`src/hdl/qrs_div.sv`:
```
// pipelined restoring divider on magnitudes, one quotient bit per stage
module qrs_div #(
  parameter int NW  = 34,
  parameter int DW  = 17,
  parameter int SBW = 4
) (
  input  logic           clk,
  input  logic           rst_n,
  input  logic           en,
  input  logic           vld_i,
  input  logic [NW-1:0]  n_i,
  input  logic [DW-1:0]  d_i,
  input  logic [SBW-1:0] sb_i,
  output logic           vld_o,
  output logic [NW-1:0]  q_o,
  output logic [SBW-1:0] sb_o
);
  logic           vld_r [NW];
  logic [DW-1:0]  r_r   [NW];
  logic [NW-1:0]  q_r   [NW];
  logic [NW-1:0]  n_r   [NW];
  logic [DW-1:0]  d_r   [NW];
  logic [SBW-1:0] sb_r  [NW];

  for (genvar k = 0; k < NW; k++) begin : g_stage
    logic           vld_in;
    logic [DW-1:0]  r_in;
    logic [NW-1:0]  q_in;
    logic [NW-1:0]  n_in;
    logic [DW-1:0]  d_in;
    logic [SBW-1:0] sb_in;
    logic [DW:0]    r_sh;
    logic           ge;

    if (k == 0) begin : g_first
      assign vld_in = vld_i;
      assign r_in   = '0;
      assign q_in   = '0;
      assign n_in   = n_i;
      assign d_in   = d_i;
      assign sb_in  = sb_i;
    end else begin : g_next
      assign vld_in = vld_r[k-1];
      assign r_in   = r_r[k-1];
      assign q_in   = q_r[k-1];
      assign n_in   = n_r[k-1];
      assign d_in   = d_r[k-1];
      assign sb_in  = sb_r[k-1];
    end

    assign r_sh = {r_in, n_in[NW-1]};
    assign ge   = (r_sh >= {1'b0, d_in});

    always_ff @(posedge clk) begin
      if (!rst_n) vld_r[k] <= 1'b0;
      else if (en) vld_r[k] <= vld_in;
    end

    always_ff @(posedge clk) begin
      if (en) begin
        r_r[k]  <= ge ? DW'(r_sh - {1'b0, d_in}) : DW'(r_sh);
        q_r[k]  <= {q_in[NW-2:0], ge};
        n_r[k]  <= n_in << 1;
        d_r[k]  <= d_in;
        sb_r[k] <= sb_in;
      end
    end
  end

  assign vld_o = vld_r[NW-1];
  assign q_o   = q_r[NW-1];
  assign sb_o  = sb_r[NW-1];
endmodule

```
`config.mk`:
```
export PLATFORM = sky130hd
export DESIGN_NAME = qrs_div
export DESIGN_NICKNAME = d
export VERILOG_FILES = /design/src/hdl/qrs_div.sv
export SDC_FILE = /design/constraint.sdc
export NUM_CORES = 2
export LEC_CHECK = 0
export BUFFER_PORTS_ARGS = -buffer_cell sky130_fd_sc_hd__buf_2
export CORE_MARGIN = 2
export CORE_UTILIZATION = 32
export DETAILED_ROUTE_END_ITERATION = 7
export GPL_TIMING_DRIVEN = 0
export PLACE_DENSITY = 0.55
export SLEW_MARGIN = 20
export SYNTH_ARGS = -nofsm -noshare
export SYNTH_HDL_FRONTEND = slang
export SYNTH_SLANG_ARGS = --single-unit
```
`constraint.sdc`:
```
create_clock -name clk -period 9.4 [get_ports clk]
set_input_delay 0.94 -clock clk [delete_from_list [all_inputs] [get_ports clk]]
set_output_delay 0.94 -clock clk [all_outputs]
set_load 0.02 [all_outputs]
```
==> run_results.csv <==
group,metric,value,unit
power_and_ir_drop,vdd_ir_drop_max,0.0001688,V
synthesis,synth_flop_cell,"edfxtp_1",
clock_tree,numCtsBuffers,288,
sta,hold_viol_final,0,
clock_tree,post_cts_buffers,0,
layout,syn_to_final_growth,14.71,%
synthesis,synth_commonest_cells,"2447 x edfxtp_1, 706 x inv_1, 563 x ha_1",
floorplan,core-area,333200,sq um
synthesis,yosysTopAreaCellShare,68.62,%
grt,antenna_found_initial,2,
critical_path,cp-start-kind,"input pin",
synthesis,synthTopCellsByArea,"edfxtp_1 69%, ha_1 6.6%, mux2_2 3.1%, inv_1 2.5%, xnor2_1 2.1%",
critical_path,r2r-start,"n_r[17][32]$_DFFE_PP_",
place,place_congestion,0.8575,
clock_tree,clk-insertion-delay-late,0.89,ns
flow_run,cap_violations,0,
synthesis,syn_inst,7314,
worst_hold_path,holdPathEnd,"n_r[0][30]$_DFFE_PP_",
drt,first_pass_iters,5,
place,detailed_place_hpwl,142600,um
sta,setup_viol,0,
floorplan,fp-row-count,212,
place,port_buffers,97,
floorplan,die_y,582.5,um
grt,grt_max_degree,144,
synthesis,synth_area,107100,sq um
critical_path,reg2regPathDepth,12,
clock_tree,cts_buffer_depth,4,
power_and_ir_drop,power.density,322.3,nW/um^2
drt,routed_wl,207700,um
power_and_ir_drop,power,39.59,mW
clock_tree,cts_tree,"yes",
critical_path,r2r_slack,5.03,ns
drt,drtAntennaViolNets,0,
clock_tree,path_clk_slew,0.06,ns
synthesis,avgSynthCellArea,14.64,sq um
synthesis,ys_ff_latch,2448,
floorplan,die_area,339300,sq um
critical_path,critPathRequiredTime,9.87,ns
drt,dr.first_iter.drc_count,3553,
synthesis,yosysMostFrequentCell,"edfxtp_1",
worst_hold_path,holdCritPathClass,"in -> reg",
synthesis,async_reset_ff_share,0,%
drt,drc,0,
drt,wl_per_cell,16.83,um
critical_path,path_class,"in -> reg",
layout,nets,8374,
power_and_ir_drop,leakage,46.12,nW
clock_tree,cts.sinks,2448,
floorplan,die_w,582.5,um
synthesis,ys_seq_area_share,68.64,%
grt,grt_pass1_wl,328100,um
sta,worst_slew_pin_slew,1.077,ns
floorplan,start_util,32.14,%
drt,vias_per_cell,4.693,
clock_tree,cts_hold_buf,0,
synthesis,synth_cell_types,95,
layout,drive_gt1_share,11.33,%
sta,max_freq,184.2,MHz
synthesis,yosysWarnings,0,
critical_path,cp.arrival,5.90,ns
grt,grt_remaining_overflow,0,
synthesis,synth_edf_count,2447,
floorplan,io_pins,98,
sta,finalSetupTns,0,ns
sta,final_max_slew_viol_count,0,
critical_path,r2r_end,"r_r[18][15]$_DFFE_PP_",
drt,vias,57910,
grt,first_global_vias,58040,
sta,rsz0062_at_grt,"false",
synthesis,synth_nets,7968,
grt,track_usage,12.00,%
clock_tree,cts_root_buffer,"clkbuf_16",
critical_path,crit_path_end_kind,"register",
clock_tree,cts_max_level,5,
worst_hold_path,holdPathStages,1,
sta,finClkSkew,0.04206,ns
clock_tree,cts_resized,0,
synthesis,yosysTopAreaCell,"edfxtp_1",
sta,relSlewSlack,27.88,%
sta,post-route-min-period,5.429,ns
outcome,status,"finished, final reports clean",
sta,finalCritPeriodShare,57.76,%
critical_path,path_max_fanout,138,
worst_hold_path,hold_start,"n_i[30]",
how the worst max path moves through the flow:
stage	from	to	slack, ns	cells past startpoint
after detailed placement	en	vld_r[6][1]$_DFFE_PP_	2.87	9
after CTS	en	vld_r[12][1]$_DFFE_PP_	3.83	9
final	en	vld_r[13][1]$_DFFE_PP_	3.97	9
after global placement	en	vld_r[15][1]$_DFFE_PP_	-33.56	2
after global routing	en	vld_r[13][1]$_DFFE_PP_	3.44	9
after floorplan	n_r[27][32]$_DFFE_PP_	r_r[28][10]$_DFFE_PP_	6.02	13
placed cells by master, fill, tap and decap left out, drive strengths merged, types with 151 or more instances in the layout:
cell	instances
edfxtp	2447
xnor2	254
mux2	304
nand2	330
a21o	199
inv	721
nor2	326
o21ai	385
ha	563
clkbuf	420
a21oi	430
xor2	151
routing by layer:
| metal | track usage (%) | vias up | wire (um) |
|---|---|---|---|
| li1 | - | 28350 | - |
| met1 | 16.57 | 28130 | 98290 |
| met2 | 19.02 | 1037 | 94200 |
| met3 | 1.881 | 395 | 8213 |
| met4 | 4.430 | 0 | 7024 |
| met5 | 0 | - | 0 |
area by class of cell:
| type | instances | area [sq um] |
|---|---|---|
| Tap cell | 4387 | 5489 |
| Clock buffer | 341 | 7480 |
| Multi-Input combinational cell | 4051 | 30470 |
| Timing Repair Buffer | 116 | 1023 |
| Fill cell | 31390 | 210300 |
| Clock inverter | 179 | 1745 |
| Sequential cell | 2448 | 73500 |
| Inverter | 707 | 2654 |
| Buffer | 108 | 457.9 |
| Antenna cell | 4 | 10.01 |
metrics by stage:
step | hold WS, ns | instances | setup slack [ns] | util (%) | area (sq um)
after detailed placement | 0.4045 | 11820 | 2.870 | 34.10 | 113600
after floorplan | 0.4003 | 7314 | 6.015 | - | 107100
after global routing | 0.1372 | 12340 | 3.443 | 36.87 | 122800
final | 0.2163 | 12340 | 3.971 | 36.87 | 122800
after CTS | 0.1062 | 12340 | 3.830 | 36.87 | 122800
after global placement | 0.4001 | 11800 | -33.56 | 33.94 | 113100
flip-flops by register name, indices dropped and copies added, names as in the netlist:
name,count
q_r,595
d_r,561
n_r,561
r_r,561
sb_r,136
vld_r,34
worst max-delay path, cell delays in order:
cell and delay, ns:
buf_12 0.47, buf_16 0.53, buf_16 0.44, buf_16 0.43
buf_16 0.41, buf_16 0.49, buf_16 0.41, buf_16 0.40
nand2b_2 0.76
where the power goes:
group	switching, mW	internal (mW)
logic	7.23	5.69
clock network	4.56	6.31
registers	1.05	14.8
total	12.8	26.8
cell families (layout without fill, tap and decap cells):
group | after synthesis | after routing | share of synthesized area (%)
buf+inv | 815 | 1451 | 2.906
flops | 2448 | 2448 | 68.64
simple gates | 1157 | 1157 | 5.214
xor+xnor | 405 | 405 | 3.312
compound gates | 1557 | 1557 | 9.248
other cells | 0 | 4 | 0
fa+ha+maj | 595 | 595 | 7.176
mux | 337 | 337 | 3.505
Power figures use the tool's default switching activity.
