===== config.mk =====
export PLATFORM = sky130hd
export DESIGN_NAME = qrs_disc
export DESIGN_NICKNAME = d
export VERILOG_FILES = /design/src/hdl/qrs_pkg.sv /design/src/hdl/qrs_disc.sv
export SDC_FILE = /design/constraint.sdc
export NUM_CORES = 2
export LEC_CHECK = 0
export ABC_CLOCK_PERIOD_IN_PS = 7850
export BUFFER_PORTS_ARGS = -buffer_cell sky130_fd_sc_hd__clkbuf_2
export CAP_MARGIN = 20
export CORE_UTILIZATION = 55
export DETAILED_ROUTE_END_ITERATION = 8
export GPL_ROUTABILITY_DRIVEN = 0
export MAX_ROUTING_LAYER = met4
export PLACE_DENSITY = 0.82
export SETUP_SLACK_MARGIN = 0.02
export SKIP_LAST_GASP = 1
export SLEW_MARGIN = 25
export SYNTH_ARGS = -nofsm -noshare
export SYNTH_HDL_FRONTEND = slang
export SYNTH_SLANG_ARGS = --single-unit

===== constraint.sdc =====
create_clock -name clk -period 7.85 [get_ports clk]
set_clock_uncertainty 0.15 [all_clocks]
set_input_delay 0.785 -clock clk [delete_from_list [all_inputs] [get_ports clk]]
set_output_delay 0.785 -clock clk [all_outputs]
set_load 0.1 [all_outputs]

===== src/hdl/qrs_pkg.sv =====
// shared constants and types for the quadratic root solver
package qrs_pkg;

  localparam int COEF_WIDTH_DEF = 16;
  localparam int FRAC_BITS_DEF  = 16;
  localparam int ROOT_W         = 41;
  localparam int CNT_W          = 2;

  localparam logic [CNT_W-1:0] CNT_NONE = 2'd0;
  localparam logic [CNT_W-1:0] CNT_ONE  = 2'd1;
  localparam logic [CNT_W-1:0] CNT_TWO  = 2'd2;

  typedef struct packed {
    logic [CNT_W-1:0] count;
    logic             err;
  } qrs_ctl_t;

endpackage


===== src/hdl/qrs_disc.sv =====
// two-stage front end: products, discriminant, root count, numerator and divisor
module qrs_disc import qrs_pkg::*; #(
  parameter int CW = COEF_WIDTH_DEF,
  parameter int F  = FRAC_BITS_DEF,
  localparam int XW  = 2*CW + 2 + 2*F,
  localparam int NBW = CW + 1 + F,
  localparam int DW  = CW + 1
) (
  input  logic                  clk,
  input  logic                  rst_n,
  input  logic                  en,
  input  logic                  vld_i,
  input  logic signed [CW-1:0]  a_i,
  input  logic signed [CW-1:0]  b_i,
  input  logic signed [CW-1:0]  c_i,
  output logic                  vld_o,
  output qrs_ctl_t              ctl_o,
  output logic [XW-1:0]         x_o,
  output logic signed [NBW-1:0] nb_o,
  output logic                  dsign_o,
  output logic [DW-1:0]         dmag_o
);
  localparam int DSW = 2*CW + 3;

  logic                   v1_r;
  logic signed [CW-1:0]   a1_r, b1_r;
  logic signed [2*CW-1:0] bb_r, ac_r;

  logic signed [DSW-1:0]  disc;
  logic signed [NBW-1:0]  b_x;
  logic [CW-1:0]          a_mag;
  qrs_ctl_t               ctl_nxt;

  always_ff @(posedge clk) begin
    if (!rst_n) begin
      v1_r  <= 1'b0;
      vld_o <= 1'b0;
    end else if (en) begin
      v1_r  <= vld_i;
      vld_o <= v1_r;
    end
  end

  always_ff @(posedge clk) begin
    if (en) begin
      a1_r <= a_i;
      b1_r <= b_i;
      bb_r <= b_i * b_i;
      ac_r <= a_i * c_i;
    end
  end

  always_comb begin
    disc = {{3{bb_r[2*CW-1]}}, bb_r} - ({{3{ac_r[2*CW-1]}}, ac_r} <<< 2);
    b_x  = {{(F+1){b1_r[CW-1]}}, b1_r};
    a_mag = a1_r[CW-1] ? (~a1_r + 1'b1) : a1_r;
    ctl_nxt.err = (a1_r == '0);
    if (ctl_nxt.err)            ctl_nxt.count = CNT_NONE;
    else if (!disc[DSW-1] && disc != '0) ctl_nxt.count = CNT_TWO;
    else if (disc == '0)        ctl_nxt.count = CNT_ONE;
    else                        ctl_nxt.count = CNT_NONE;
  end

  always_ff @(posedge clk) begin
    if (en) begin
      ctl_o   <= ctl_nxt;
      // only a positive discriminant goes to the square root
      x_o     <= (ctl_nxt.count == CNT_TWO) ? (XW'(disc[2*CW:0]) << (2*F)) : '0;
      nb_o    <= (-b_x) <<< F;
      dsign_o <= a1_r[CW-1];
      dmag_o  <= {a_mag, 1'b0};
    end
  end
endmodule


==> flow_summary.toml <==
[outcome]
status = "finished, final reports clean"

[clock_network]
numCtsBuffers = 17
cts_buffer_depth = 2
clock_latency_ns = 0.47
cts_resized = 0
clock_sinks = 165
clkSlewWorstSetupHoldPaths_ns = 0.07
cts_max_level = 4
post_cts_buffers = 0
clock-root-buffer = "clkbuf_16"
tritoncts = "built"
hold_buffers = 0

[min_path]
min_path_type = "flop to flop"
min_from = "a1_r[0]"

[final_layout]
nNetsFinal = 3576
layout_common_cells = "inv_1, fa_1, nand2_1"
finalNonFillerCells = 3502
areaGrowthSynthToFinish_pct = 5.73
drive_gt1_frac = 0.0673
final_common_cell = "inv_1"

[worst_setup_path]
endpoint_kind = "flop"
path_class = "input pin to flop"
cp_common_cell = "fa_1"
timing.rr.start = "ac_r[0]"
cp_max_fo = 17
crit_arrival_ns = 7.23
worst-path-buf-inv = 4
setup.worst_path.start = "a_i[15]"
rrSetupSlack_ns = 3.73
crit_slowest_cell = "fa_1"
critPathTopFamily = "adder cells"
start_kind = "input pin"
path_cells = "clkbuf_2 -> nand2_1 -> inv_1 -> fa_1 -> fa_1 -> fa_1 -> fa_1 -> fa_1 -> inv_1 -> fa_1 -> inv_1 -> ha_1 -> nand2_1 -> nor2_1 -> a221o_1 -> a221oi_1 -> o21ai_0 -> a21o_1 -> o31ai_1 -> xnor2_1"
cp.required_ns = 7.90
cpPeakStageDelay_ns = 0.91

[synth]
synthCells = 2753
yosysWarnings = 0
synthXorXnorAreaFrac = 0.0390
yosys_register_bits = 165
synth-compound-area-share = 0.0703
synth_top_family_by_area = "adder cells"
syn_area_per_cell_um2 = 9.88
synthMuxAreaShare = 0.00258
synthAdderAreaFrac = 0.459
synth_ff_type = "edfxtp_1"
netlist_area_um2 = 27200
synth_cell_types = 86
async_flop_share = 0
yosysSeqAreaShare = 0.181
synth-edff-count = 163
synthSimpleGateAreaFrac = 0.131

[die]
die_w_um = 224
die_h_um = 224
row_count = 81
ios = 173
dieArea_um2 = 50300
initial_utilization = 0.557
core-area_um2 = 48800

[timing]
final-setup-viol-count = 0
tightest_slew_ns = 0.949
slew_viol_final = 0
slew_headroom = 0.368
rsz0062_at_grt = "no"
whs_ns = 0.352
fin_crit_sh = 0.915
hold_viol_final = 0
max_freq_mhz = 139
finalCriticalPeriod_ns = 7.18
fin_setup_tns_ns = 0

[global_route]
antenna_found_initial = 1
grt_pass1_wl_um = 99600
grt.total_usage = 0.259
overflow = 0
grt_max_degree = 97
grt_pass1_vias = 20670

[detailed_routing]
drt_pass1_iterations = 6
antenna_left = 0
drt-total-wl_um = 59600
post-route-drc-count = 0
vias_per_cell = 5.45
wl_per_cell_um = 17.0
drtIter0Drc = 1237
vias = 19097

[placed_design]
dp_hpwl_um = 48200
io_buffers = 121
dp.cells = 3469

[flow_run]
max_cap_violations = 0
worst reg2reg max path: cells and delay by family (launching register included):
family | cells | cell delay, ns
and+or+nand+nor | 5 | 1.37
AOI/OAI and AO/OA | 4 | 0.99
adders and majority gates | 2 | 0.67
DFF | 1 | 0.42
buffers and inverters | 1 | 0.25
routing by layer:
layer | routed length, um | GRT usage | vias up
met4 | 2840 | 0.123 | 0
met2 | 30300 | 0.432 | 758
met3 | 4260 | 0.0468 | 184
met1 | 22300 | 0.304 | 9571
li1 | - | - | 8584
met5 | 0 | - | -
final timing paths:
kind / to / cells past startpoint
max: ac_r[31] / 20
min: dmag_o[1] / 0
max reg2reg: x_o[52] / 12
min reg2reg: dmag_o[1] / 0
synthesized netlist by cell type (all sizes together), types with 19 or more instances:
master  count  area share
o21ai      50      0.0098
ha        203       0.093
nand2b     19      0.0044
o21a       20      0.0055
xor2       33       0.011
nor2       95       0.013
fa        497        0.37
and2      174       0.040
a21o       27      0.0075
buf        61       0.016
xnor2      88       0.028
inv       657       0.091
nor3       42      0.0077
clkbuf     64      0.0096
edfxtp    163        0.18
a21oi      75       0.014
nand2     256       0.035
sequential cells by signal, summed over array words and instances, names as in the netlist:
register / count
dsign_o: 1
x_o: 32
b1_r: 16
v1_r: 1
nb_o: 17
a1_r: 16
ac_r: 32
vld_o: 1
dmag_o: 16
ctl_o: 3
bb_r: 30
layout make-up:
cell class	count	area (um2)
flip-flops and latches	165	4930
repair buffers	127	657
clock buffers	18	429
multi-input cells	1856	19300
inverters	657	2470
diodes	1	2.50
fillers	3982	20100
well taps	664	831
clock inverters	14	153
per-stage QoR:
stage | setup slack (ns) | area [um2] | util
4_1_cts | 0.698 | 28700 | 0.588
3_3_place_gp | 0.486 | 28200 | 0.577
2_1_floorplan | 0.889 | 27400 | -
6_report | 0.669 | 28800 | 0.589
5_1_grt | 0.361 | 28800 | 0.589
3_5_place_dp | 0.225 | 28200 | 0.577
logic make-up after synthesis:
logic type               count (synthesis)
XOR/XNOR                               121
multiplexers                             7
flip-flops                             165
AND/OR/NAND/NOR                        701
adder cells (fa/ha/maj)                700
other                                    1
AO/OA/AOI/OAI                          276
buffers and inverters                  782
Power is left out: the tool's default activity adds up to more than one toggle a clock period on the data nets, which glitch-free logic cannot reach.
