### src/hdl/qrs_sqrt.sv
// pipelined digit-by-digit square root, one root bit per stage, with sideband
module qrs_sqrt #(
  parameter int XW  = 66,
  parameter int SBW = 8,
  localparam int SW = XW / 2
) (
  input  logic           clk,
  input  logic           rst_n,
  input  logic           en,
  input  logic           vld_i,
  input  logic [XW-1:0]  x_i,
  input  logic [SBW-1:0] sb_i,
  output logic           vld_o,
  output logic [SW-1:0]  root_o,
  output logic [SBW-1:0] sb_o
);
  localparam int RW = SW + 2;

  logic           vld_r  [SW];
  logic [RW-1:0]  rem_r  [SW];
  logic [SW-1:0]  root_r [SW];
  logic [XW-1:0]  x_r    [SW];
  logic [SBW-1:0] sb_r   [SW];

  for (genvar k = 0; k < SW; k++) begin : g_stage
    logic           vld_in;
    logic [RW-1:0]  rem_in;
    logic [SW-1:0]  root_in;
    logic [XW-1:0]  x_in;
    logic [SBW-1:0] sb_in;
    logic [RW+1:0]  rem_sh;
    logic [RW+1:0]  trial;
    logic           ge;

    if (k == 0) begin : g_first
      assign vld_in  = vld_i;
      assign rem_in  = '0;
      assign root_in = '0;
      assign x_in    = x_i;
      assign sb_in   = sb_i;
    end else begin : g_next
      assign vld_in  = vld_r[k-1];
      assign rem_in  = rem_r[k-1];
      assign root_in = root_r[k-1];
      assign x_in    = x_r[k-1];
      assign sb_in   = sb_r[k-1];
    end

    assign rem_sh = {rem_in, x_in[XW-1:XW-2]};
    assign trial  = (RW+2)'({root_in, 2'b01});
    assign ge     = (rem_sh >= trial);

    always_ff @(posedge clk) begin
      if (!rst_n) vld_r[k] <= 1'b0;
      else if (en) vld_r[k] <= vld_in;
    end

    always_ff @(posedge clk) begin
      if (en) begin
        rem_r[k]  <= ge ? RW'(rem_sh - trial) : RW'(rem_sh);
        root_r[k] <= {root_in[SW-2:0], ge};
        x_r[k]    <= x_in << 2;
        sb_r[k]   <= sb_in;
      end
    end
  end

  assign vld_o  = vld_r[SW-1];
  assign root_o = root_r[SW-1];
  assign sb_o   = sb_r[SW-1];
endmodule

### config.mk
export PLATFORM = sky130hd
export DESIGN_NAME = qrs_sqrt
export DESIGN_NICKNAME = d
export VERILOG_FILES = /design/src/hdl/qrs_sqrt.sv
export SDC_FILE = /design/constraint.sdc
export NUM_CORES = 2
export LEC_CHECK = 0
export BUFFER_PORTS_ARGS = -buffer_cell sky130_fd_sc_hd__buf_4
export CAP_MARGIN = 10
export CORE_ASPECT_RATIO = 0.75
export CORE_UTILIZATION = 35
export DETAILED_ROUTE_END_ITERATION = 7
export PLACE_DENSITY = 0.51
export SKIP_CTS_REPAIR_TIMING = 1
export SYNTH_ARGS = -nofsm -noshare
export SYNTH_HDL_FRONTEND = slang
export SYNTH_MEMORY_MAX_BITS = 65536
export SYNTH_SLANG_ARGS = --single-unit
### constraint.sdc
create_clock -name clk -period 8.7 [get_ports clk]
set_clock_uncertainty 0.05 [all_clocks]
set_input_delay 1.74 -clock clk [delete_from_list [all_inputs] [get_ports clk]]
set_output_delay 1.74 -clock clk [all_outputs]
set_load 0.005 [all_outputs]
==> key figures <==
Global route
  • Pin count of the biggest net entering global routing: 183
  • Global-route wire length before repair: 451 mm
  • Vias in the first global route: 77124
  • Gr ovfl total: 0
  • All-Layer GR Usage: 14.5%
  • Initial antenna violation count: 8

Routing
  • Wirelength, routed: 289 mm
  • Vias: 79146
  • DR DRC count: 0
  • Drt first pass iters: 6
  • Avg Vias per Cell: 5.02
  • Post-route ant nets: 0
  • Wire per inst: 18.4 um
  • DR iter-0 viols: 6588

Timing
  • Maximum clock frequency: 212 MHz
  • Final Setup Violations: 0
  • Tightest Pin Transition: 1.42 ns
  • Hold_ws: 0.341 ns
  • Max-slew violation count: 0
  • Relative slew slack: 3.18%
  • RSZ-0062 raised after global routing: no
  • Fin. Hold Viols: 0
  • Tcrit/Tclk final: 54.1%
  • Final min period: 4.71 ns
  • TNS Setup: 0 ns

Clock network
  • CTS max path bufs: 4
  • Clock Sinks: 2981
  • CTS tree: built
  • Clk root buf: clkbuf_16
  • Cts bufs inserted: 317
  • Clk slew on worst S/H paths: 0.06 ns
  • Htree depth: 5
  • Worst skew pair latency: 0.93 ns

Yosys
  • Seq/Total Area, Yosys: 66.3%
  • Ys Warns: 0
  • Number of synthesized flops with an enable pin: 2980
  • Asr flop ratio synth: 0%
  • Yosys reg bits: 2981
  • Gate Count Post-Synth: 10144
  • Synth top area share: 66.3%
  • Post-synthesis instance area: 135000 sq um
  • Post-Syn Area per Cell: 13.3 sq um
  • Syn_nets: 10818
  • Synth Flop Type: edfxtp_1
  • Leading area contributor after synthesis: edfxtp_1
  • Largest cells by area after synthesis: edfxtp_1, ha_1, xnor2_1
  • Post-synth cell types: 89

Worst hold path
  • Hold WC Path Type: reg -> reg

Pwr
  • Psw: 11.5 mW
  • PwrDens: 266 nW/um^2
  • Int Pwr: 29.0 mW
  • Combinational share of power: 19.1%
  • VDD IR-drop max: 0.165 mV
  • Sequential group share of total power: 47.4%
  • Clock power frac: 33.4%
  • P_leak: 57.0 nW
  • Sw frac: 28.5%

Final layout
  • Fin nets: 11118
  • Most common cell after layout, fill and taps aside: edfxtp_1
  • Area delta synth->final: 13.0%
  • Fill count: 35575
  • Most frequent cells in the layout: edfxtp_1, inv_1, nand2_1
  • Layout cells sized above 1: 7.60%
  • Final instance area: 152000 sq um

Placement
  • HPWL after DPL: 203 mm
  • PortBufs: 119
  • Placer Congestion: 0.875
  • Placed cell area: 142000 sq um

Critical path
  • Worst path cell trace: ha_1 > a21oi_1 > o21ai_0 > a2111oi_0 > nand2_1 > a311oi_1 > nor2b_2 > clkinv_1 > o2111ai_1 > a31oi_1 > xor2_1
  • CP endpoint kind: register
  • Critical Path AT: 5.30 ns
  • CP peak stage delay: 1.20 ns
  • Critical path class: reg -> reg
  • CP max stage cell: a2111oi_0
  • CP startpoint kind: register
  • Crit path max fanout: 7
  • Worst EP required: 9.29 ns
  • Internal reg-to-reg setup slack: 3.99 ns

Floorplanning
  • Site Rows: 197
  • Die Ht: 540 um
  • Core box area: 384000 sq um
  • Initial Util: 35.2%
  • DIE AREA: 388000 sq um
  • Die X: 719 um
  • I/O Pins: 120

Outcome
  • Outcome: finished, final reports clean

Flow run
  • MaxCap Viol Count: 0
## flip-flops by register name, indices dropped and copies added, names as in the netlist
signal	cells
rem_r	1067
x_r	1056
root_r	561
sb_r	264
vld_r	33
## stage by stage
step	total power, mW	setup WS [ns]	std cells	utilization, %
floorplan	24.5	5.17	10144	-
global placement	27.2	4.14	15199	37.0
detailed placement	27.2	4.09	15199	37.0
CTS	41.1	4.03	15768	39.7
global route	42.7	3.64	15769	39.7
finish	40.5	3.99	15771	39.7
## Yosys cell counts, types with 10 or more instances
| cell type | number |
|---|---|
| a21oi_1 | 595 |
| o21bai_1 | 71 |
| nand3b_1 | 19 |
| o21ai_0 | 508 |
| xnor2_1 | 481 |
| nand3_1 | 185 |
| nand2_1 | 634 |
| o31a_1 | 17 |
| inv_1 | 762 |
| a21o_1 | 239 |
| o211ai_1 | 41 |
| a211oi_1 | 57 |
| clkbuf_1 | 191 |
| a211o_1 | 22 |
| buf_1 | 10 |
| nor4b_1 | 14 |
| a31o_2 | 21 |
| or3_1 | 101 |
| or4_1 | 67 |
| a31oi_1 | 45 |
| and3_1 | 111 |
| o21a_1 | 99 |
| and4_1 | 18 |
| nand2b_1 | 150 |
| mux2_2 | 73 |
| nand4_1 | 104 |
| edfxtp_1 | 2980 |
| and2_1 | 46 |
| nor4_1 | 122 |
| nor2_1 | 628 |
| o31ai_1 | 51 |
| ha_1 | 596 |
| nor3_1 | 240 |
| or2_2 | 48 |
| a2111oi_0 | 19 |
| nor3b_1 | 18 |
| a221oi_1 | 19 |
| xor2_1 | 410 |
| mux2i_1 | 17 |
| a21boi_0 | 15 |
| nand4b_1 | 16 |
| o2111ai_1 | 20 |
| nor2b_1 | 86 |
| o22ai_1 | 17 |
## power by group through the flow
stage | registers (mW) | logic [mW] | clock network [mW]
6_report | 19.2 | 7.74 | 13.5
5_1_grt | 19.4 | 8.66 | 14.6
4_1_cts | 19.2 | 7.75 | 14.1
3_5_place_dp | 19.5 | 7.70 | 0
3_3_place_gp | 19.5 | 7.62 | 0
2_1_floorplan | 18.9 | 5.63 | 0
## cells by family (layout without fill, tap and decap cells)
logic type / count (synthesis) / count (layout) / synth area share, %
muxes: 90 / 90 / 0.735
AOI/OAI and AO/OA: 1971 / 1971 / 9.11
and+or+nand+nor: 2644 / 2644 / 9.81
adders and majority gates: 596 / 596 / 5.53
buffers and inverters: 970 / 1520 / 2.70
other: 1 / 4 / 0.00278
DFF: 2981 / 2981 / 66.3
xor gates and xnor gates: 891 / 891 / 5.78
## layer usage
| layer | vias to the layer above | track usage, % | part of all wire [%] |
|---|---|---|---|
| met5 | - | 0 | 0 |
| met3 | 415 | 2.59 | 5.5 |
| li1 | 38346 | - | - |
| met4 | 0 | 3.37 | 2.1 |
| met2 | 1749 | 21.8 | 43 |
| met1 | 38636 | 21.7 | 49 |
## worst max-delay path, delay by kind of cell (launching register included)
kind / cells / cell delay (ns)
AND/OR/NAND/NOR: 2 / 0.50
XOR/XNOR: 1 / 0.17
flip-flops: 1 / 0.41
buffers and inverters: 1 / 0.38
AO/OA/AOI/OAI: 6 / 2.46
adder cells (fa/ha/maj): 1 / 0.51
## final timing paths
kind / startpoint / to / cells past startpoint
worst max-delay path: rem_r[0][897] / rem_r[0][941] / 11
worst min register to register: x_r[0][1334] / x_r[0][1400] / 0
worst max register to register: rem_r[0][897] / rem_r[0][941] / 11
worst min-delay path: x_r[0][1334] / x_r[0][1400] / 0
## area by class of cell
type	count	area (sq um)	area share, %
diodes	3	7.51	0.00492
flip-flops and latches	2981	89500	58.7
well taps	5074	6350	4.16
inverters	764	2870	1.88
clock buffers	387	8240	5.40
clock inverters	182	2060	1.35
repair buffers	187	1590	1.04
multi-input cells	6193	41900	27.5
(Power assumes the default switching activity.)
